## config.mk

```make
export PLATFORM = sky130hd
export DESIGN_NAME = line_point_generator_3d
export DESIGN_NICKNAME = d
export VERILOG_FILES = /design/src/hw/rtl/lpg3d_pkg.sv /design/src/hw/rtl/line_point_generator_3d.sv /design/src/hw/rtl/lpg3d_ctrl.sv /design/src/hw/rtl/lpg3d_dp.sv
export SDC_FILE = /design/constraint.sdc
export NUM_CORES = 1
export LEC_CHECK = 0
export BUFFER_PORTS_ARGS = -buffer_cell sky130_fd_sc_hd__buf_4
export CORE_ASPECT_RATIO = 1.2
export CORE_MARGIN = 1.5
export CORE_UTILIZATION = 60
export DETAILED_ROUTE_END_ITERATION = 16
export PLACE_DENSITY = 0.76
export SYNTH_ARGS = -nofsm -noshare
export SYNTH_HDL_FRONTEND = slang
export SYNTH_SLANG_ARGS = --single-unit
```

## constraint.sdc

```tcl
create_clock -name i_clk -period 17.25 [get_ports i_clk]
set_clock_uncertainty 0.15 [all_clocks]
set_input_delay 4.3125 -clock i_clk [delete_from_list [all_inputs] [get_ports i_clk]]
set_output_delay 4.3125 -clock i_clk [all_outputs]
set_load 0.05 [all_outputs]
```

## src/hw/rtl/lpg3d_pkg.sv

```systemverilog
// ----------------------------------------------------------------------------
// lpg3d_pkg
// Shared widths, codes and transfer types of the 3D line point generator.
// ----------------------------------------------------------------------------
package lpg3d_pkg;

    localparam int COORD_BITS = 16;
    localparam int DELTA_BITS = COORD_BITS + 1;
    localparam int ERR_BITS   = COORD_BITS + 3;
    localparam int INDEX_BITS = 16;

    typedef enum logic {
        OP_LOAD = 1'b0,
        OP_STEP = 1'b1
    } t_op;

    typedef enum logic [1:0] {
        AXIS_X = 2'd0,
        AXIS_Y = 2'd1,
        AXIS_Z = 2'd2
    } t_axis;

    typedef enum logic [1:0] {
        ST_IDLE,
        ST_SETUP,
        ST_EMIT
    } t_state;

    typedef struct packed {
        t_op                            op;
        logic signed [COORD_BITS-1:0]   start_x;
        logic signed [COORD_BITS-1:0]   start_y;
        logic signed [COORD_BITS-1:0]   start_z;
        logic signed [COORD_BITS-1:0]   end_x;
        logic signed [COORD_BITS-1:0]   end_y;
        logic signed [COORD_BITS-1:0]   end_z;
    } t_in;

    typedef struct packed {
        logic signed [COORD_BITS-1:0]   px;
        logic signed [COORD_BITS-1:0]   py;
        logic signed [COORD_BITS-1:0]   pz;
        logic [INDEX_BITS-1:0]          point_index;
        logic                           last;
    } t_out;

    typedef struct packed {
        logic capture;
        logic setup;
        logic emit;
    } t_cmd;

    typedef struct packed {
        logic active;
    } t_status;

endpackage

```

## src/hw/rtl/line_point_generator_3d.sv

```systemverilog
// ----------------------------------------------------------------------------
// line_point_generator_3d
// Bresenham 3D line point generator: a load sets up a line and gives its
// start point, each step gives the next voxel until the end point.
// ----------------------------------------------------------------------------
//  channel   signals                  transfer
//  command   i_start, o_busy, i_in    edge with i_start high and o_busy low
//  result    o_valid, o_out           every edge with o_valid high
//
//  a step gives its point after acceptance through the emit state, then
//  o_valid for one cycle while o_busy is already low again
//  a load first passes through the set-up state for deltas and axis choice
//  a step with no line running is taken with o_busy staying low, no result
//  synchronous active-low reset clears the sequencer and the line-active flag
//  results cannot be held off: o_valid lasts exactly one cycle
// ----------------------------------------------------------------------------
module line_point_generator_3d (
    input  logic                i_clk,
    input  logic                i_rst_n,
    input  logic                i_start,
    input  lpg3d_pkg::t_in      i_in,
    output logic                o_busy,
    output logic                o_valid,
    output lpg3d_pkg::t_out     o_out
);

    lpg3d_pkg::t_cmd    cmd;
    lpg3d_pkg::t_status status;

    lpg3d_ctrl u_ctrl (
        .i_clk    (i_clk),
        .i_rst_n  (i_rst_n),
        .i_start  (i_start),
        .i_op     (i_in.op),
        .i_status (status),
        .o_busy   (o_busy),
        .o_cmd    (cmd)
    );

    lpg3d_dp u_dp (
        .i_clk    (i_clk),
        .i_rst_n  (i_rst_n),
        .i_in     (i_in),
        .i_cmd    (cmd),
        .o_status (status),
        .o_valid  (o_valid),
        .o_out    (o_out)
    );

endmodule

```

## src/hw/rtl/lpg3d_ctrl.sv

```systemverilog
// ----------------------------------------------------------------------------
// lpg3d_ctrl
// Sequencer: takes commands, steers line set-up and point emission.
// ----------------------------------------------------------------------------
module lpg3d_ctrl (
    input  logic                i_clk,
    input  logic                i_rst_n,
    input  logic                i_start,
    input  lpg3d_pkg::t_op      i_op,
    input  lpg3d_pkg::t_status  i_status,
    output logic                o_busy,
    output lpg3d_pkg::t_cmd     o_cmd
);

    lpg3d_pkg::t_state r_state;
    lpg3d_pkg::t_state n_state;

    always_ff @(posedge i_clk) begin
        if (!i_rst_n) begin
            r_state <= lpg3d_pkg::ST_IDLE;
        end else begin
            r_state <= n_state;
        end
    end

    always_comb begin
        n_state = r_state;
        unique case (r_state)
            lpg3d_pkg::ST_IDLE: begin
                if (i_start) begin
                    if (i_op == lpg3d_pkg::OP_LOAD) begin
                        n_state = lpg3d_pkg::ST_SETUP;
                    end else if (i_status.active) begin
                        n_state = lpg3d_pkg::ST_EMIT;
                    end
                end
            end
            lpg3d_pkg::ST_SETUP: n_state = lpg3d_pkg::ST_EMIT;
            lpg3d_pkg::ST_EMIT:  n_state = lpg3d_pkg::ST_IDLE;
            default:             n_state = lpg3d_pkg::ST_IDLE;
        endcase
    end

    always_comb begin
        o_busy        = 1'b1;
        o_cmd.capture = 1'b0;
        o_cmd.setup   = 1'b0;
        o_cmd.emit    = 1'b0;
        unique case (r_state)
            lpg3d_pkg::ST_IDLE: begin
                o_busy        = 1'b0;
                o_cmd.capture = i_start;
            end
            lpg3d_pkg::ST_SETUP: o_cmd.setup = 1'b1;
            lpg3d_pkg::ST_EMIT:  o_cmd.emit  = 1'b1;
            default:             o_busy      = 1'b1;
        endcase
    end

endmodule

```

## src/hw/rtl/lpg3d_dp.sv

```systemverilog
// ----------------------------------------------------------------------------
// lpg3d_dp
// Datapath: endpoint capture, delta set-up, error terms and point register.
// ----------------------------------------------------------------------------
module lpg3d_dp (
    input  logic                i_clk,
    input  logic                i_rst_n,
    input  lpg3d_pkg::t_in      i_in,
    input  lpg3d_pkg::t_cmd     i_cmd,
    output lpg3d_pkg::t_status  o_status,
    output logic                o_valid,
    output lpg3d_pkg::t_out     o_out
);

    localparam int CB = lpg3d_pkg::COORD_BITS;
    localparam int DB = lpg3d_pkg::DELTA_BITS;
    localparam int EB = lpg3d_pkg::ERR_BITS;
    localparam int IB = lpg3d_pkg::INDEX_BITS;

    lpg3d_pkg::t_in     r_in;
    logic [CB-1:0]      r_cur [3];
    logic [EB-1:0]      r_err1;
    logic [EB-1:0]      r_err2;
    logic [DB-1:0]      r_maj;
    logic [DB-1:0]      r_min1;
    logic [DB-1:0]      r_min2;
    logic [2:0]         r_neg;
    lpg3d_pkg::t_axis   r_major;
    logic [DB-1:0]      r_rem;
    logic [IB-1:0]      r_idx;
    logic               r_active;
    logic               r_valid;
    lpg3d_pkg::t_out    r_out;

    // set-up terms
    logic [DB-1:0]      d_x, d_y, d_z;
    logic [DB-1:0]      a_x, a_y, a_z;
    lpg3d_pkg::t_axis   n_major;
    logic [DB-1:0]      n_maj, n_min1, n_min2;

    // step terms
    logic [EB-1:0]      two_major;
    logic [EB-1:0]      sum1, sum2;
    logic               ge1, ge2;
    logic [EB-1:0]      n_err1, n_err2;
    logic [2:0]         maj_bit, min1_bit, min2_bit, mv;

    always_comb begin
        d_x = {r_in.end_x[CB-1], r_in.end_x} - {r_in.start_x[CB-1], r_in.start_x};
        d_y = {r_in.end_y[CB-1], r_in.end_y} - {r_in.start_y[CB-1], r_in.start_y};
        d_z = {r_in.end_z[CB-1], r_in.end_z} - {r_in.start_z[CB-1], r_in.start_z};
        a_x = d_x[DB-1] ? (~d_x + DB'(1)) : d_x;
        a_y = d_y[DB-1] ? (~d_y + DB'(1)) : d_y;
        a_z = d_z[DB-1] ? (~d_z + DB'(1)) : d_z;

        // ties favour x, then y
        if (a_x >= a_y && a_x >= a_z) begin
            n_major = lpg3d_pkg::AXIS_X;
        end else if (a_y >= a_z) begin
            n_major = lpg3d_pkg::AXIS_Y;
        end else begin
            n_major = lpg3d_pkg::AXIS_Z;
        end

        // first minor is the lower-numbered remaining axis
        unique case (n_major)
            lpg3d_pkg::AXIS_X: begin
                n_maj = a_x; n_min1 = a_y; n_min2 = a_z;
            end
            lpg3d_pkg::AXIS_Y: begin
                n_maj = a_y; n_min1 = a_x; n_min2 = a_z;
            end
            lpg3d_pkg::AXIS_Z: begin
                n_maj = a_z; n_min1 = a_x; n_min2 = a_y;
            end
            default: begin
                n_maj = a_x; n_min1 = a_y; n_min2 = a_z;
            end
        endcase
    end

    always_comb begin
        two_major = EB'({r_maj, 1'b0});
        sum1      = r_err1 + EB'({r_min1, 1'b0});
        sum2      = r_err2 + EB'({r_min2, 1'b0});
        ge1       = ~sum1[EB-1];
        ge2       = ~sum2[EB-1];
        n_err1    = ge1 ? (sum1 - two_major) : sum1;
        n_err2    = ge2 ? (sum2 - two_major) : sum2;

        unique case (r_major)
            lpg3d_pkg::AXIS_X: begin
                maj_bit = 3'b001; min1_bit = 3'b010; min2_bit = 3'b100;
            end
            lpg3d_pkg::AXIS_Y: begin
                maj_bit = 3'b010; min1_bit = 3'b001; min2_bit = 3'b100;
            end
            lpg3d_pkg::AXIS_Z: begin
                maj_bit = 3'b100; min1_bit = 3'b001; min2_bit = 3'b010;
            end
            default: begin
                maj_bit = 3'b001; min1_bit = 3'b010; min2_bit = 3'b100;
            end
        endcase
        mv = maj_bit | (ge1 ? min1_bit : 3'b000) | (ge2 ? min2_bit : 3'b000);
    end

    always_ff @(posedge i_clk) begin
        if (i_cmd.capture) begin
            r_in <= i_in;
        end

        if (i_cmd.setup) begin
            r_cur[0] <= r_in.start_x;
            r_cur[1] <= r_in.start_y;
            r_cur[2] <= r_in.start_z;
            r_err1   <= EB'(0) - EB'(n_maj);
            r_err2   <= EB'(0) - EB'(n_maj);
            r_maj    <= n_maj;
            r_min1   <= n_min1;
            r_min2   <= n_min2;
            r_neg    <= {d_z[DB-1], d_y[DB-1], d_x[DB-1]};
            r_major  <= n_major;
            r_rem    <= n_maj;
            r_idx    <= '0;
        end else if (i_cmd.emit && r_rem != '0) begin
            for (int a = 0; a < 3; a++) begin
                if (mv[a]) begin
                    r_cur[a] <= r_neg[a] ? (r_cur[a] - CB'(1)) : (r_cur[a] + CB'(1));
                end
            end
            r_err1 <= n_err1;
            r_err2 <= n_err2;
            r_rem  <= r_rem - DB'(1);
            r_idx  <= r_idx + IB'(1);
        end

        if (i_cmd.emit) begin
            r_out.px          <= r_cur[0];
            r_out.py          <= r_cur[1];
            r_out.pz          <= r_cur[2];
            r_out.point_index <= r_idx;
            r_out.last        <= (r_rem == '0);
        end
    end

    always_ff @(posedge i_clk) begin
        if (!i_rst_n) begin
            r_active <= 1'b0;
            r_valid  <= 1'b0;
        end else begin
            r_valid <= i_cmd.emit;
            if (i_cmd.setup) begin
                r_active <= 1'b1;
            end else if (i_cmd.emit && r_rem == '0) begin
                r_active <= 1'b0;
            end
        end
    end

    assign o_status.active = r_active;
    assign o_valid         = r_valid;
    assign o_out           = r_out;

endmodule

```

Word level (Yosys, flattened, before mapping)
Memories as Yosys holds them, arrays and structs flattened.
Index checks and enable logic that the tools add are counted.
{"block": "word_totals", "register_bits": 292, "ram_bits": 48, "input_bits": 100, "output_inout_bits": 67, "wordCells": 124, "memories": 1}
{"name": "u_dp.r_cur", "depth": 3, "width": 16, "rd": 3, "rd_ports_with_merged_regs": 0, "write_ports": 3, "line_no": "lpg3d_dp.sv:21", "source": "logic [CB-1:0] r_cur [3];"}
{"block": "op_classes", "add_sub_neg": 19, "order_cmp": 3, "eq_ne": 8, "mux": 51, "bitwise_logic": 8, "n_reduce_logical": 11}
{"cell": "$mux 17", "count": 7}
{"cell": "$mux 19", "count": 6}
{"cell": "$mux 16", "count": 6}
{"cell": "$add 16x1->16 const B", "count": 4}
{"cell": "$add 17x1->17 const B", "count": 3}
{"cell": "$ge 17x17->1", "count": 3}
{"cell": "$not 17->17", "count": 3}
{"cell": "$sub 16x16->17", "count": 3}
{"cell": "$sub 16x1->16 const B", "count": 3}
{"cell": "$add 19x18->19", "count": 2}
{"cell": "$sub 19x18->19", "count": 2}
{"cell": "$pmux 17 s2", "count": 1}
{"cell": "$mux 1", "count": 20}
{"cell": "$sub 1x17->18 const A", "count": 1}
{"cell": "$logic_not 17->1", "count": 1}
{"cell": "$reduce_bool 17->1", "count": 1}
{"cell": "$sub 17x1->17 const B", "count": 1}
{"cell": "$mux 2", "count": 7}
{"cell": "$eq 2x1->1 const B", "count": 3}
{"cell": "$eq 2x2->1 const B", "count": 3}
{"cell": "$mux 3", "count": 2}
{"cell": "$or 3x3->3", "count": 2}
{"cell": "$pmux 3 s2", "count": 1}
{"cell": "$pmux 2 s2", "count": 1}
{"cell": "8 further kinds", "count": 14}

Longest topological paths before layout
Gate-level depths: netlist of run 1.
{"block": "depth", "word_depth": 11, "depth_mapped": 36, "depth_no_buf": 32}

By module
A second synthesis of run 1 with hierarchy kept.
{"block": "hier_totals", "cells_unflattened": 2182, "area_unflattened_um2": 22753.1}
{"mod": "lpg3d_dp", "instances": 1, "cells_per_inst": 2173, "area_per_inst_um2": 22658.0, "seq_area_each_um2": 9909.5}
{"mod": "lpg3d_ctrl", "instances": 1, "cells_per_inst": 9, "area_per_inst_um2": 95.1, "seq_area_each_um2": 40.0}

Worst setup path before layout of run 1
OpenSTA, ideal clock, no wires.
{"block": "synth_path", "path_kind": "in2reg", "startpoint": "in i_start", "endpoint": "reg u_dp.r_in[0] (netlist name), enable pin", "setup_ns": 0.553, "arrival_time_ns": 8.335, "setup_slack_ns": 8.212, "path_stages": 2, "n_path_buf": 0, "path_cell_list": "inv_1 > nor2_1"}
{"element": "from (decl)", "line_no": "line_point_generator_3d.sv:20", "source": "input logic i_start,"}
{"element": "to (signal assigned)", "line_no": "lpg3d_dp.sv:110", "source": "r_in <= i_in;"}
{"element": "to (decl)", "line_no": "lpg3d_dp.sv:20", "source": "lpg3d_pkg::t_in r_in;"}

Worst setup path after layout of run 1
{"block": "layout_path", "startpoint": "reg u_dp.r_in[48] (netlist name)", "endpoint": "reg u_dp.r_err1[14], data pin"}
{"block": "layout_between", "elab_chain_len": 11, "word_cells_on_any_way": 14}
{"element": "$sub 16x16->17 (*)", "line_no": "lpg3d_dp.sv:51", "source": "d_z = {r_in.end_z[CB-1], r_in.end_z} - {r_in.start_z[CB-1], r_in.start_z};"}
{"element": "$not 17->17", "line_no": "lpg3d_dp.sv:54", "source": "a_z = d_z[DB-1] ? (~d_z + DB'(1)) : d_z;"}
{"element": "$add 17x1->17", "line_no": "lpg3d_dp.sv:54"}
{"element": "$mux 17 (*)", "line_no": "lpg3d_dp.sv:54"}
{"element": "$ge 17x17->1, on equally long branches", "line_no": "lpg3d_dp.sv:59, lpg3d_dp.sv:57"}
{"element": "$mux 2 / $logic_and 1x1->1 (equally long branches)", "line_no": "lpg3d_dp.sv:59, lpg3d_dp.sv:57"}
{"element": "$mux 2", "line_no": "lpg3d_dp.sv:57", "source": "if (a_x >= a_y && a_x >= a_z) begin"}
{"element": "$eq 2x2->1 / $eq 2x1->1 (equally long branches)", "line_no": "lpg3d_dp.sv:66", "source": "unique case (n_major)"}
{"element": "$pmux 17 s2 (*)", "line_no": "lpg3d_dp.sv:66"}
{"element": "$sub 1x17->18 (*)", "line_no": "lpg3d_dp.sv:117", "source": "r_err1 <= EB'(0) - EB'(n_maj);"}
{"element": "$mux 19 (*)", "line_no": "lpg3d_dp.sv:113", "source": "if (i_cmd.setup) begin"}
{"element": "to (signal assigned)", "line_no": "lpg3d_dp.sv:117"}
{"element": "to (signal assigned)", "line_no": "lpg3d_dp.sv:132", "source": "r_err1 <= n_err1;"}
{"element": "to (decl)", "line_no": "lpg3d_dp.sv:22", "source": "logic [EB-1:0] r_err1;"}
Mark *: on every way between the ends. The rest lies on a longest branch, timed or not.
A chain may end at the register's enable or synchronous reset.

==> impl_metrics.prom, run 1 <==
# TYPE chip_impl_metric gauge
chip_impl_info{name="run_status",value="finished, final reports clean"} 1
chip_impl_metric{name="gpl.final_weighted_congestion",unit=""} 0.9360
chip_impl_metric{name="critPathMaxStageDelay",unit="ns"} 0.62
chip_impl_metric{name="gr-usage-all-layers",unit="%"} 28.28
chip_impl_info{name="unrepaired_setup_endpoints_after_global_routing",value="false"} 1
chip_impl_info{name="most_frequent_cell_after_synthesis",value="edfxtp_1"} 1
chip_impl_metric{name="wl_per_cell",unit="µm"} 18.90
chip_impl_metric{name="slew_headroom",unit="%"} 29.55
chip_impl_info{name="critPathCaptureType",value="flip-flop"} 1
chip_impl_metric{name="cts_buffers",unit=""} 36
chip_impl_metric{name="worst_ep_required_time",unit="ns"} 17.46
chip_impl_metric{name="coreArea",unit="mm²"} 0.03767
chip_impl_metric{name="via_count_normalized_by_instance_count",unit=""} 6.002
chip_impl_info{name="timing.rr.start",value="u_dp.r_in[48]"} 1
chip_impl_metric{name="syn_avg_cell_area",unit="µm²"} 10.08
chip_impl_metric{name="crit_path_max_fanout",unit=""} 25
chip_impl_metric{name="cellPowerDensity",unit="mW/mm²"} 149.6
chip_impl_metric{name="fmax",unit="MHz"} 127.6
chip_impl_metric{name="power_report.internal_total",unit="µW"} 2241
chip_impl_metric{name="drive_above_1_share",unit="%"} 11.93
chip_impl_metric{name="nNetsFinal",unit=""} 2750
chip_impl_info{name="crit_slowest_cell",value="a21oi_1"} 1
chip_impl_metric{name="cts_max_level",unit=""} 2
chip_impl_metric{name="vdd_ir_drop_max",unit="V"} 0.00008405
chip_impl_metric{name="holdPathStages",unit=""} 0
chip_impl_metric{name="whs",unit="ns"} 0.3062
chip_impl_metric{name="grt-ovfl-total",unit=""} 0
chip_impl_info{name="cts.root.buffer_cell",value="clkbuf_16"} 1
chip_impl_metric{name="asyncSetResetFlopFracSynth",unit="%"} 0
chip_impl_metric{name="cts.clk_slew.worst_paths",unit="ns"} 0.07
chip_impl_metric{name="syn-cell-area",unit="mm²"} 0.02286
chip_impl_info{name="crit_path_start_kind",value="flip-flop"} 1
chip_impl_info{name="worst_setup_path_startpoint",value="u_dp.r_in[48]"} 1
chip_impl_info{name="worst_hold_path_type",value="reg -> reg"} 1
chip_impl_metric{name="synth_sequential_area_ratio",unit="%"} 43.52
chip_impl_metric{name="diodes",unit=""} 0
chip_impl_metric{name="rr_worst_depth",unit=""} 29
chip_impl_metric{name="vias",unit=""} 17630
chip_impl_metric{name="worstSkewPairLatency",unit="ns"} 0.54
chip_impl_metric{name="combinationalPowerShare",unit="%"} 52.1
chip_impl_metric{name="clock_power_share",unit="%"} 19.7
chip_impl_info{name="cp_common_cell",value="ha_1"} 1
chip_impl_metric{name="drt_pre_antenna_iters",unit=""} 5
chip_impl_metric{name="grt_first_pass_wirelength",unit="mm"} 89.14
chip_impl_info{name="holdCritStartpoint",value="u_dp.r_cur[0][44]"} 1
chip_impl_metric{name="postSynthNetCount",unit=""} 2588
chip_impl_metric{name="die-area",unit="mm²"} 0.03929
chip_impl_metric{name="hold_violations",unit=""} 0
chip_impl_metric{name="maxCapViolCount",unit=""} 0
chip_impl_metric{name="p_leak",unit="µW"} 0.01051
chip_impl_metric{name="switchingPower",unit="µW"} 1612
chip_impl_metric{name="totalWireLength",unit="mm"} 55.52
chip_impl_metric{name="post_synth_inst_count",unit=""} 2268
chip_impl_metric{name="timing.final.crit_period",unit="ns"} 7.836
chip_impl_info{name="worstSetupPathType",value="reg -> reg"} 1
chip_impl_info{name="netlist_top_cells_area",value="edfxtp_1, ha_1, xnor2_1, a21oi_1, o21ai_0"} 1
chip_impl_metric{name="yosys.area.top_type_share",unit="%"} 41.77
chip_impl_metric{name="first_iter_violations",unit=""} 1297
chip_impl_metric{name="post_cts_resize_count",unit=""} 0
chip_impl_metric{name="grt_antenna_before_repair",unit=""} 0
chip_impl_metric{name="io_buffers",unit=""} 166
chip_impl_metric{name="final.period_utilization",unit="%"} 45.43
chip_impl_metric{name="worstPathArrival",unit="ns"} 8.05
chip_impl_info{name="synth.largest_area_cell",value="edfxtp_1"} 1
chip_impl_metric{name="maximum_number_of_pins_on_one_net_before_global_route_repair",unit=""} 89
chip_impl_metric{name="chipHeight",unit="µm"} 216.8
chip_impl_info{name="synth_flop_cell",value="edfxtp_1"} 1
chip_impl_metric{name="antenna_violating_nets_post_route",unit=""} 0
chip_impl_metric{name="synth_warnings",unit=""} 0
chip_impl_metric{name="totalNegativeSetupSlack",unit="ns"} 0
chip_impl_info{name="cts_tree",value="done"} 1
chip_impl_metric{name="numClockSinks",unit=""} 338
chip_impl_metric{name="post_cts_hold_buffer_count",unit=""} 0
chip_impl_metric{name="synth-edff-count",unit=""} 318
chip_impl_metric{name="final-max-slew-violation-count",unit=""} 0
chip_impl_metric{name="initial_core_util",unit="%"} 60.69
chip_impl_metric{name="synthDistinctLibCells",unit=""} 98
chip_impl_metric{name="areaGrowthSynthToFinish",unit="%"} 12.63
chip_impl_metric{name="hpwl",unit="mm"} 41.78
chip_impl_metric{name="site_row_count",unit=""} 78
chip_impl_info{name="synth.top_cells.by_count",value="edfxtp_1, ha_1, inv_1"} 1
chip_impl_metric{name="worst_pin_slew",unit="ns"} 1.030
chip_impl_metric{name="max-clock-path-buffers",unit=""} 3
chip_impl_metric{name="cts_setup_buffers",unit=""} 0
chip_impl_metric{name="switching_share_of_power",unit="%"} 41.83
chip_impl_metric{name="drcViolationCount",unit=""} 0
chip_impl_metric{name="die_width",unit="µm"} 181.2
chip_impl_metric{name="io_pins",unit=""} 167
chip_impl_metric{name="via_count_of_the_first_global_routing_pass",unit=""} 17440
chip_impl_metric{name="setup_viol",unit=""} 0
chip_impl_metric{name="seq_power_share",unit="%"} 28.2
chip_impl_metric{name="synthesis_stage_register_bit_count",unit=""} 338
[cell families after synthesis]
family,count (synthesis),synth area share [%]
compound gates,605,17.18
buf+inv,248,4.269
fa+ha+maj,223,12.51
simple gates,616,12.99
flops,338,43.52
mux,45,2.074
xor+xnor,193,7.460
[per-stage QoR]
stage	instances	total power (µW)	area, µm²	util, %	setup slack (ns)
after floorplan	2268	2595	22860	-	8.212
after global placement	2872	3033	24610	65.32	9.744
after detailed placement	2872	3068	24610	65.32	9.487
after CTS	2937	3840	25750	68.35	9.436
final	2937	3853	25750	68.35	9.414
after global routing	2937	4114	25750	68.35	8.820
[cell type report]
class | count | area [µm²]
clock buffers | 45 | 965.9
flip-flops and latches | 338 | 9950
well taps | 480 | 600.6
clock inverters | 20 | 176.4
repair buffers | 180 | 1351
multi-input cells | 1682 | 11980
fillers | 2832 | 11920
inverters | 192 | 723.2
[critical path, delay by kind of cell, from the launching register on]
kind                       cells  cell delay (ns)
DFF                            1             0.40
and+or+nand+nor                6             0.88
AOI/OAI and AO/OA             15             3.80
buffers and inverters          2             0.51
adders and majority gates      5             1.66
muxes                          1             0.23
[power by group through the flow]
stage | sequential [µW] | clock [µW] | combinational [µW]
finish | 1090 | 759 | 2010
global placement | 1100 | 0 | 1930
floorplan | 1100 | 0 | 1490
CTS | 1090 | 769 | 1980
global route | 1090 | 797 | 2220
detailed placement | 1100 | 0 | 1970
[state kept, by name, indices dropped and copies added, names as in the netlist]
| register | count |
|---|---|
| u_dp.r_min2 | 17 |
| u_dp.r_min1 | 17 |
| u_dp.r_err1 | 18 |
| u_dp.o_status | 1 |
| u_dp.r_rem | 17 |
| u_dp.o_valid | 1 |
| u_dp.r_major | 2 |
| u_dp.r_cur | 48 |
| u_dp.r_maj | 17 |
| u_dp.r_neg | 3 |
| u_dp.r_in | 96 |
| u_dp.o_out | 65 |
| u_ctrl.r_state | 2 |
| u_dp.r_err2 | 18 |
| u_dp.r_idx | 16 |
[cell usage in the layout, fill, tap and decap left out, drive strengths merged, types with 15 or more instances in the layout]
cell type | Yosys | final
edfxtp | 318 | 318
or3 | 17 | 17
xor2 | 67 | 67
xnor2 | 126 | 126
nand3 | 46 | 46
a21oi | 182 | 182
inv | 192 | 197
ha | 210 | 210
nand2 | 175 | 175
nand4 | 16 | 16
nor3 | 47 | 47
clkbuf | 37 | 45
nor2 | 178 | 178
o21ai | 165 | 165
o211ai | 15 | 15
a31oi | 20 | 20
a211oi | 29 | 29
buf | 19 | 180
a21o | 41 | 41
o21bai | 18 | 18
a21boi | 15 | 15
nor4 | 16 | 16
nand3b | 20 | 20
nand2b | 24 | 24
mux2i | 32 | 32
o21a | 21 | 21
dfxtp | 20 | 20
nor2b | 29 | 29
[metal layers]
| metal | vias to the layer above | global-route usage [%] | wire length, µm |
|---|---|---|---|
| met5 | - | 0 | 0 |
| met4 | 0 | 9.667 | 1645 |
| met3 | 100 | 3.163 | 2822 |
| met2 | 479 | 48.45 | 27180 |
| met1 | 8430 | 37.46 | 23870 |
| li1 | 8618 | - | - |
[path summary, 6_finish.rpt]
| kind | to | slack (ns) |
|---|---|---|
| setup / recovery | u_dp.r_err1[14] | 9.41 |
| hold / removal | u_dp.o_out[29] | 0.31 |
| setup reg to reg | u_dp.r_err1[14] | 9.41 |
| hold reg to reg | u_dp.o_out[29] | 0.31 |
Note: power is estimated with default switching activity, not from simulation.
==> inputs of run 2 (changes only) <==
--- a/config.mk
+++ b/config.mk
@@ -8,9 +8,9 @@
 export BUFFER_PORTS_ARGS = -buffer_cell sky130_fd_sc_hd__buf_4
 export CORE_ASPECT_RATIO = 1.2
 export CORE_MARGIN = 1.5
-export CORE_UTILIZATION = 60
+export CORE_UTILIZATION = 56
 export DETAILED_ROUTE_END_ITERATION = 16
-export PLACE_DENSITY = 0.76
+export PLACE_DENSITY = 0.75
 export SYNTH_ARGS = -nofsm -noshare
 export SYNTH_HDL_FRONTEND = slang
 export SYNTH_SLANG_ARGS = --single-unit
==> constraint.sdc (replaced) <==
create_clock -name i_clk -period 6.5 [get_ports i_clk]
set_clock_uncertainty 0.15 [all_clocks]
set_input_delay 1.625 -clock i_clk [delete_from_list [all_inputs] [get_ports i_clk]]
set_output_delay 1.625 -clock i_clk [all_outputs]
set_load 0.05 [all_outputs]
==> impl_metrics.prom, run 2 (synthesized netlist as in run 1, its figures left out) <==
# TYPE chip_impl_metric gauge
chip_impl_metric{name="areaGrowthSynthToFinish",unit="%"} 18.56
chip_impl_metric{name="p_leak",unit="µW"} 0.01111
chip_impl_info{name="worstSetupPathType",value="reg -> reg"} 1
chip_impl_metric{name="worst_pin_slew",unit="ns"} 0.9590
chip_impl_info{name="mostFrequentLayoutCell",value="edfxtp_1"} 1
chip_impl_metric{name="register_area",unit="mm²"} 0.009950
chip_impl_metric{name="rr_worst_depth",unit=""} 29
chip_impl_metric{name="wl_per_cell",unit="µm"} 18.93
chip_impl_metric{name="switchingPower",unit="µW"} 4582
chip_impl_metric{name="cts.clk_slew.worst_paths",unit="ns"} 0.06
chip_impl_metric{name="worst_ep_required_time",unit="ns"} 6.70
chip_impl_metric{name="finalInstanceArea",unit="mm²"} 0.02710
chip_impl_metric{name="power_report.internal_total",unit="µW"} 6564
chip_impl_metric{name="clock_power_share",unit="%"} 18.8
chip_impl_info{name="worst_setup_path_startpoint",value="u_dp.r_in[48]"} 1
chip_impl_metric{name="hpwl",unit="mm"} 43.91
chip_impl_metric{name="die-area",unit="mm²"} 0.04205
chip_impl_metric{name="totalNegativeSetupSlack",unit="ns"} 0
chip_impl_info{name="cts.root.buffer_cell",value="clkbuf_16"} 1
chip_impl_metric{name="vdd_ir_drop_max",unit="V"} 0.0002514
chip_impl_metric{name="max-clock-path-buffers",unit=""} 3
chip_impl_metric{name="antenna_violating_nets_post_route",unit=""} 0
chip_impl_metric{name="gr-usage-all-layers",unit="%"} 27.11
chip_impl_metric{name="site_row_count",unit=""} 80
chip_impl_info{name="worst_hold_path_type",value="reg -> reg"} 1
chip_impl_metric{name="cts_buffers",unit=""} 36
chip_impl_metric{name="cts_max_level",unit=""} 2
chip_impl_metric{name="switching_share_of_power",unit="%"} 41.11
chip_impl_metric{name="numClockSinks",unit=""} 338
chip_impl_metric{name="holdPathStages",unit=""} 0
chip_impl_info{name="cpLargestDelayFamily",value="compound AO/OA/AOI/OAI gates"} 1
chip_impl_metric{name="crit_path_max_fanout",unit=""} 6
chip_impl_metric{name="timing.final.crit_period",unit="ns"} 6.253
chip_impl_info{name="run_status",value="finished, final reports clean"} 1
chip_impl_metric{name="via_count_of_the_first_global_routing_pass",unit=""} 17760
chip_impl_metric{name="count_of_buffering_cells_on_the_critical_path_with_inverters_included",unit=""} 3
chip_impl_metric{name="first_iter_violations",unit=""} 1405
chip_impl_metric{name="coreArea",unit="mm²"} 0.04004
chip_impl_metric{name="multi_input_comb_area",unit="mm²"} 0.01247
chip_impl_info{name="crit_path_start_kind",value="flip-flop"} 1
chip_impl_metric{name="initial_core_util",unit="%"} 57.10
chip_impl_metric{name="hold_violations",unit=""} 0
chip_impl_metric{name="die_width",unit="µm"} 187.4
chip_impl_metric{name="numPlacedInstances",unit=""} 2995
chip_impl_metric{name="critPathMaxStageDelay",unit="ns"} 0.43
chip_impl_metric{name="totalWireLength",unit="mm"} 58.37
chip_impl_info{name="registers.top_by_ff_count",value="u_dp.r_in"} 1
chip_impl_metric{name="io_pins",unit=""} 167
chip_impl_info{name="mostFrequentLayoutCells",value="edfxtp_1, buf_4, ha_1"} 1
chip_impl_metric{name="cellPowerDensity",unit="mW/mm²"} 411.2
chip_impl_metric{name="setup_viol",unit=""} 0
chip_impl_metric{name="postLayoutSetupSlackWorst",unit="ns"} 0.2469
chip_impl_metric{name="detailedPlace.worstSlack",unit="ns"} -0.2170
chip_impl_metric{name="largest_register_ff_count",unit=""} 96
chip_impl_metric{name="layout.filler_cells",unit=""} 3111
chip_impl_metric{name="vias",unit=""} 18110
chip_impl_metric{name="seq_power_share",unit="%"} 25.9
chip_impl_metric{name="drcViolationCount",unit=""} 0
chip_impl_metric{name="io_buffers",unit=""} 166
chip_impl_info{name="hold-path-endpoint",value="u_dp.o_out[29]"} 1
chip_impl_metric{name="grt-ovfl-total",unit=""} 0
chip_impl_metric{name="diodes",unit=""} 0
chip_impl_metric{name="nNetsFinal",unit=""} 2844
chip_impl_metric{name="maximum_number_of_pins_on_one_net_before_global_route_repair",unit=""} 98
chip_impl_metric{name="final-max-slew-violation-count",unit=""} 0
chip_impl_info{name="crit_slowest_cell",value="edfxtp_1"} 1
chip_impl_metric{name="grt_antenna_before_repair",unit=""} 1
chip_impl_metric{name="postPlaceCellArea",unit="mm²"} 0.02525
chip_impl_metric{name="gpl.final_weighted_congestion",unit=""} 0.9325
chip_impl_info{name="cts_tree",value="done"} 1
chip_impl_metric{name="final-instance-count-excl-fill",unit=""} 3084
chip_impl_metric{name="worstPathArrival",unit="ns"} 6.45
chip_impl_metric{name="final.period_utilization",unit="%"} 96.20
chip_impl_metric{name="drive_above_1_share",unit="%"} 17.99
chip_impl_info{name="critPathCaptureType",value="flip-flop"} 1
chip_impl_info{name="r2r_end",value="u_dp.r_err1[14]"} 1
chip_impl_metric{name="maxCapViolCount",unit=""} 0
chip_impl_metric{name="grt_first_pass_wirelength",unit="mm"} 91.47
chip_impl_metric{name="whs",unit="ns"} 0.3008
chip_impl_metric{name="via_count_normalized_by_instance_count",unit=""} 5.873
chip_impl_metric{name="slew_headroom",unit="%"} 36.07
chip_impl_info{name="holdCritStartpoint",value="u_dp.r_cur[0][44]"} 1
chip_impl_metric{name="worstSkewPairLatency",unit="ns"} 0.53
chip_impl_metric{name="post_cts_hold_buffer_count",unit=""} 0
chip_impl_metric{name="combinationalPowerShare",unit="%"} 55.3
chip_impl_metric{name="fmax",unit="MHz"} 159.9
chip_impl_metric{name="ff2ff_setup_slack",unit="ns"} 0.25
chip_impl_metric{name="drt_pre_antenna_iters",unit=""} 7
chip_impl_metric{name="chipHeight",unit="µm"} 224.3
chip_impl_info{name="timing.rr.start",value="u_dp.r_in[48]"} 1
==> run 2: cell types whose count changed in the layout (fill, tap and decap cells not counted), moves of 6 or more <==
cell / delta
a21oi_1: -9
xnor2_1: -8
nor3_1: -7
nor3_2: +7
xnor2_2: +8
o21ai_0: -9
a21oi_2: +6
buf_4: +88
==> run 2: area by class of cell <==
class,count,share of cell area [%]
repair buffers,274,7.769
well taps,533,2.460
multi-input cells,1682,46.02
clock buffers,44,3.550
flip-flops and latches,338,36.71
clock inverters,21,0.8263
inverters,192,2.668
==> run 2: worst max-delay path by stage <==
stage                            to  depth (start not counted)
finish              u_dp.r_err1[14]                         29
detailed placement  u_dp.r_err1[14]                         28
global placement    u_dp.r_err1[14]                         28
CTS                 u_dp.r_err1[14]                         28
floorplan           u_dp.r_err1[14]                         29
global route         u_dp.r_err1[5]                         25
==> run 2: timing repair <==
action                                  in CTS  in global routing
endpoints found under the setup margin      11                 37
gates resized for setup                     29                 67
setup buffers                               15                  9
pin swaps                                   18                 30
endpoints found under the hold margin        0                  0
==> run 2: power groups by stage <==
stage          logic (µW)  registers [µW]  clock network, µW
2_1_floorplan        3980            2920                  0
3_3_place_gp         5520            2920                  0
3_5_place_dp         5660            2930                  0
4_1_cts              5830            2890               2130
5_1_grt              6720            2900               2190
6_report             6160            2890               2090
==> run 2: metrics by stage <==
step           utilization, %  power (µW)
2_1_floorplan               -        6903
3_3_place_gp            63.07        8448
3_5_place_dp            63.07        8588
4_1_cts                 66.68       10840
5_1_grt                 67.70       11820
6_report                67.70       11150
==> run 2: worst reg2reg max path, delay by kind of cell, from the launching register on <==
kind	cells	cell delay (ns)
AOI/OAI and AO/OA	14	2.57
xor gates and xnor gates	1	0.17
adders and majority gates	5	1.48
buffers and inverters	3	0.55
DFF	1	0.43
muxes	1	0.16
and+or+nand+nor	5	0.56
==> run 2: routing by layer <==
metal / vias to the layer above / wire [µm] / track usage, %
met5: - / 0 / 0
met4: 0 / 1805 / 10.01
met3: 102 / 3033 / 3.557
met2: 554 / 28530 / 46.02
met1: 8634 / 25010 / 35.61
li1: 8821 / - / -
==> inputs of run 3 (changes only) <==
--- a/config.mk
+++ b/config.mk
@@ -10,7 +10,7 @@
 export CORE_MARGIN = 1.5
 export CORE_UTILIZATION = 56
 export DETAILED_ROUTE_END_ITERATION = 16
-export PLACE_DENSITY = 0.75
+export PLACE_DENSITY = 0.87
 export SYNTH_ARGS = -nofsm -noshare
 export SYNTH_HDL_FRONTEND = slang
 export SYNTH_SLANG_ARGS = --single-unit
==> impl_metrics.prom, run 3 (synthesized netlist as in run 1, its figures left out) <==
# TYPE chip_impl_metric gauge
chip_impl_metric{name="totalNegativeSetupSlack",unit="ns"} -0.006748
chip_impl_metric{name="gr-usage-met1",unit="%"} 34.38
chip_impl_info{name="timing.rr.start",value="u_dp.r_in[48]"} 1
chip_impl_metric{name="cellPowerDensity",unit="mW/mm²"} 414.1
chip_impl_metric{name="switchingPower",unit="µW"} 4654
chip_impl_metric{name="final.period_utilization",unit="%"} 100.1
chip_impl_metric{name="final-instance-count-excl-fill",unit=""} 3087
chip_impl_metric{name="slew_headroom",unit="%"} 33.56
chip_impl_metric{name="clock_power_share",unit="%"} 18.8
chip_impl_info{name="mostFrequentLayoutCell",value="edfxtp_1"} 1
chip_impl_metric{name="gpl.final_weighted_congestion",unit=""} 0.9457
chip_impl_info{name="routing_layer_with_the_top_usage_in_global_route",value="met2"} 1
chip_impl_metric{name="power_report.internal_total",unit="µW"} 6575
chip_impl_metric{name="chipHeight",unit="µm"} 224.3
chip_impl_metric{name="wl_per_cell",unit="µm"} 19.35
chip_impl_metric{name="io_buffers",unit=""} 166
chip_impl_metric{name="io_pins",unit=""} 167
chip_impl_info{name="failed_checks",value="negative setup slack"} 1
chip_impl_info{name="registers.top_by_ff_count",value="u_dp.r_in"} 1
chip_impl_metric{name="hold_violations",unit=""} 0
chip_impl_info{name="cts_tree",value="done"} 1
chip_impl_metric{name="grt-ovfl-total",unit=""} 0
chip_impl_metric{name="grt_antenna_before_repair",unit=""} 0
chip_impl_metric{name="critPathMaxStageDelay",unit="ns"} 0.45
chip_impl_metric{name="site_row_count",unit=""} 80
chip_impl_info{name="mostFrequentLayoutCells",value="edfxtp_1, buf_4, ha_1"} 1
chip_impl_metric{name="cts_max_level",unit=""} 2
chip_impl_metric{name="via_count_normalized_by_instance_count",unit=""} 6.055
chip_impl_info{name="crit_slowest_cell",value="edfxtp_1"} 1
chip_impl_metric{name="coreArea",unit="mm²"} 0.04004
chip_impl_metric{name="nNetsFinal",unit=""} 2848
chip_impl_metric{name="fmax",unit="MHz"} 153.7
chip_impl_info{name="unrepaired_setup_endpoints_after_global_routing",value="true"} 1
chip_impl_metric{name="drcViolationCount",unit=""} 0
chip_impl_metric{name="maximum_number_of_pins_on_one_net_before_global_route_repair",unit=""} 98
chip_impl_metric{name="setup_viol",unit=""} 1
chip_impl_metric{name="gr-usage-all-layers",unit="%"} 27.73
chip_impl_metric{name="power.total",unit="µW"} 11230
chip_impl_metric{name="worstSkewPairLatency",unit="ns"} 0.54
chip_impl_metric{name="first_iter_violations",unit=""} 1575
chip_impl_info{name="worst_setup_path_startpoint",value="u_dp.r_in[48]"} 1
chip_impl_metric{name="maxCapViolCount",unit=""} 0
chip_impl_metric{name="grt_use_met2",unit="%"} 49.49
chip_impl_metric{name="timing.final.crit_period",unit="ns"} 6.507
chip_impl_info{name="holdCritStartpoint",value="u_dp.r_cur[0][46]"} 1
chip_impl_metric{name="hpwl",unit="mm"} 44.07
chip_impl_metric{name="worst_ep_required_time",unit="ns"} 6.70
chip_impl_metric{name="via_count_of_the_first_global_routing_pass",unit=""} 18470
chip_impl_metric{name="grt_first_pass_wirelength",unit="mm"} 93.96
chip_impl_metric{name="cts.clk_slew.worst_paths",unit="ns"} 0.07
chip_impl_info{name="worst_hold_path_type",value="reg -> reg"} 1
chip_impl_info{name="worstSetupPathType",value="reg -> reg"} 1
chip_impl_info{name="cts.root.buffer_cell",value="clkbuf_16"} 1
chip_impl_metric{name="initial_core_util",unit="%"} 57.10
chip_impl_metric{name="worst_pin_slew",unit="ns"} 0.9965
chip_impl_metric{name="die-area",unit="mm²"} 0.04205
chip_impl_metric{name="numPlacedInstances",unit=""} 3009
chip_impl_metric{name="whs",unit="ns"} 0.3044
chip_impl_metric{name="die_width",unit="µm"} 187.4
chip_impl_metric{name="drive_above_1_share",unit="%"} 18.01
chip_impl_metric{name="p_leak",unit="µW"} 0.01110
chip_impl_info{name="critPathCaptureType",value="flip-flop"} 1
chip_impl_metric{name="combinationalPowerShare",unit="%"} 55.5
chip_impl_metric{name="post_cts_hold_buffer_count",unit=""} 0
chip_impl_metric{name="final-max-slew-violation-count",unit=""} 0
chip_impl_info{name="cpLargestDelayFamily",value="compound AO/OA/AOI/OAI gates"} 1
chip_impl_metric{name="worstPathArrival",unit="ns"} 6.71
chip_impl_metric{name="numClockSinks",unit=""} 338
chip_impl_metric{name="vdd_ir_drop_max",unit="V"} 0.0002878
chip_impl_info{name="crit_path_start_kind",value="flip-flop"} 1
chip_impl_metric{name="largest_register_ff_count",unit=""} 96
chip_impl_metric{name="areaGrowthSynthToFinish",unit="%"} 18.61
chip_impl_metric{name="antenna_violating_nets_post_route",unit=""} 0
chip_impl_metric{name="cts_buffers",unit=""} 34
chip_impl_metric{name="switching_share_of_power",unit="%"} 41.44
chip_impl_metric{name="grtUsageMet3",unit="%"} 2.855
chip_impl_info{name="run_status",value="complete, but fails checks"} 1
chip_impl_metric{name="max-clock-path-buffers",unit=""} 3
chip_impl_metric{name="seq_power_share",unit="%"} 25.7
chip_impl_metric{name="post-route-util",unit="%"} 67.73
chip_impl_metric{name="crit_path_max_fanout",unit=""} 8
chip_impl_metric{name="vias",unit=""} 18690
chip_impl_metric{name="postLayoutSetupSlackWorst",unit="ns"} -0.006748
chip_impl_metric{name="drt_pre_antenna_iters",unit=""} 5
chip_impl_metric{name="totalWireLength",unit="mm"} 59.74
chip_impl_metric{name="count_of_buffering_cells_on_the_critical_path_with_inverters_included",unit=""} 1
chip_impl_metric{name="diodes",unit=""} 0
-- run 3: cell count changes in the layout (fill, tap and decap cells not counted), moves of 3 or more --
cell	previous run	this run
buf_4	268	275
a21oi_1	172	168
a21oi_2	7	11
clkinv_2	8	4
clkinvlp_4	0	3
inv_6	4	1
nor3_2	8	5
xnor2_1	118	121
xnor2_2	8	5
-- run 3: through the flow --
stage / instance area, µm² / setup WS [ns]
2_1_floorplan: 22890 / 0.002809
3_5_place_dp: 25340 / -0.09551
3_3_place_gp: 25340 / 0.1177
6_report: 27120 / -0.006748
4_1_cts: 26640 / 0.01483
5_1_grt: 27120 / -0.2721
-- run 3: power groups by stage --
stage | Sequential, µW | Clock, µW | Combinational [µW]
floorplan | 2920 | 0 | 3980
global placement | 2920 | 0 | 5490
detailed placement | 2930 | 0 | 5670
CTS | 2880 | 2130 | 5770
global route | 2900 | 2210 | 6760
finish | 2890 | 2110 | 6230
-- run 3: repair_timing --
action / in CTS / in global routing
resized for setup: 12 / 86
pin swaps: 4 / 33
setup endpoints to repair: 10 / 44
buffers inserted: 5 / 12
-- run 3: final cells by class --
cell class / instances / area [µm²]
multi-input combinational: 1682 / 12450
sequential: 338 / 9950
timing repair buffer: 280 / 2138
tap: 533 / 666.9
clock inverter: 19 / 241.5
inverter: 192 / 723.2
fill: 2878 / 12920
clock buffer: 43 / 948.4
-- run 3: per-layer routing --
metal | part of all wire [%] | routed length, µm | vias up
met3 | 5.6 | 3341 | 154
met4 | 4.0 | 2388 | 0
met5 | 0 | 0 | -
met2 | 50 | 30060 | 741
met1 | 40 | 23950 | 8970
li1 | - | - | 8826
-- run 3: path summary, 6_finish.rpt --
check                    endpoint  depth (start not counted)  slack [ns]
setup / recovery  u_dp.r_err1[14]                         29      -0.007
setup reg to reg  u_dp.r_err1[14]                         29      -0.007
hold / removal     u_dp.o_out[31]                          0        0.30
hold reg to reg    u_dp.o_out[31]                          0        0.30
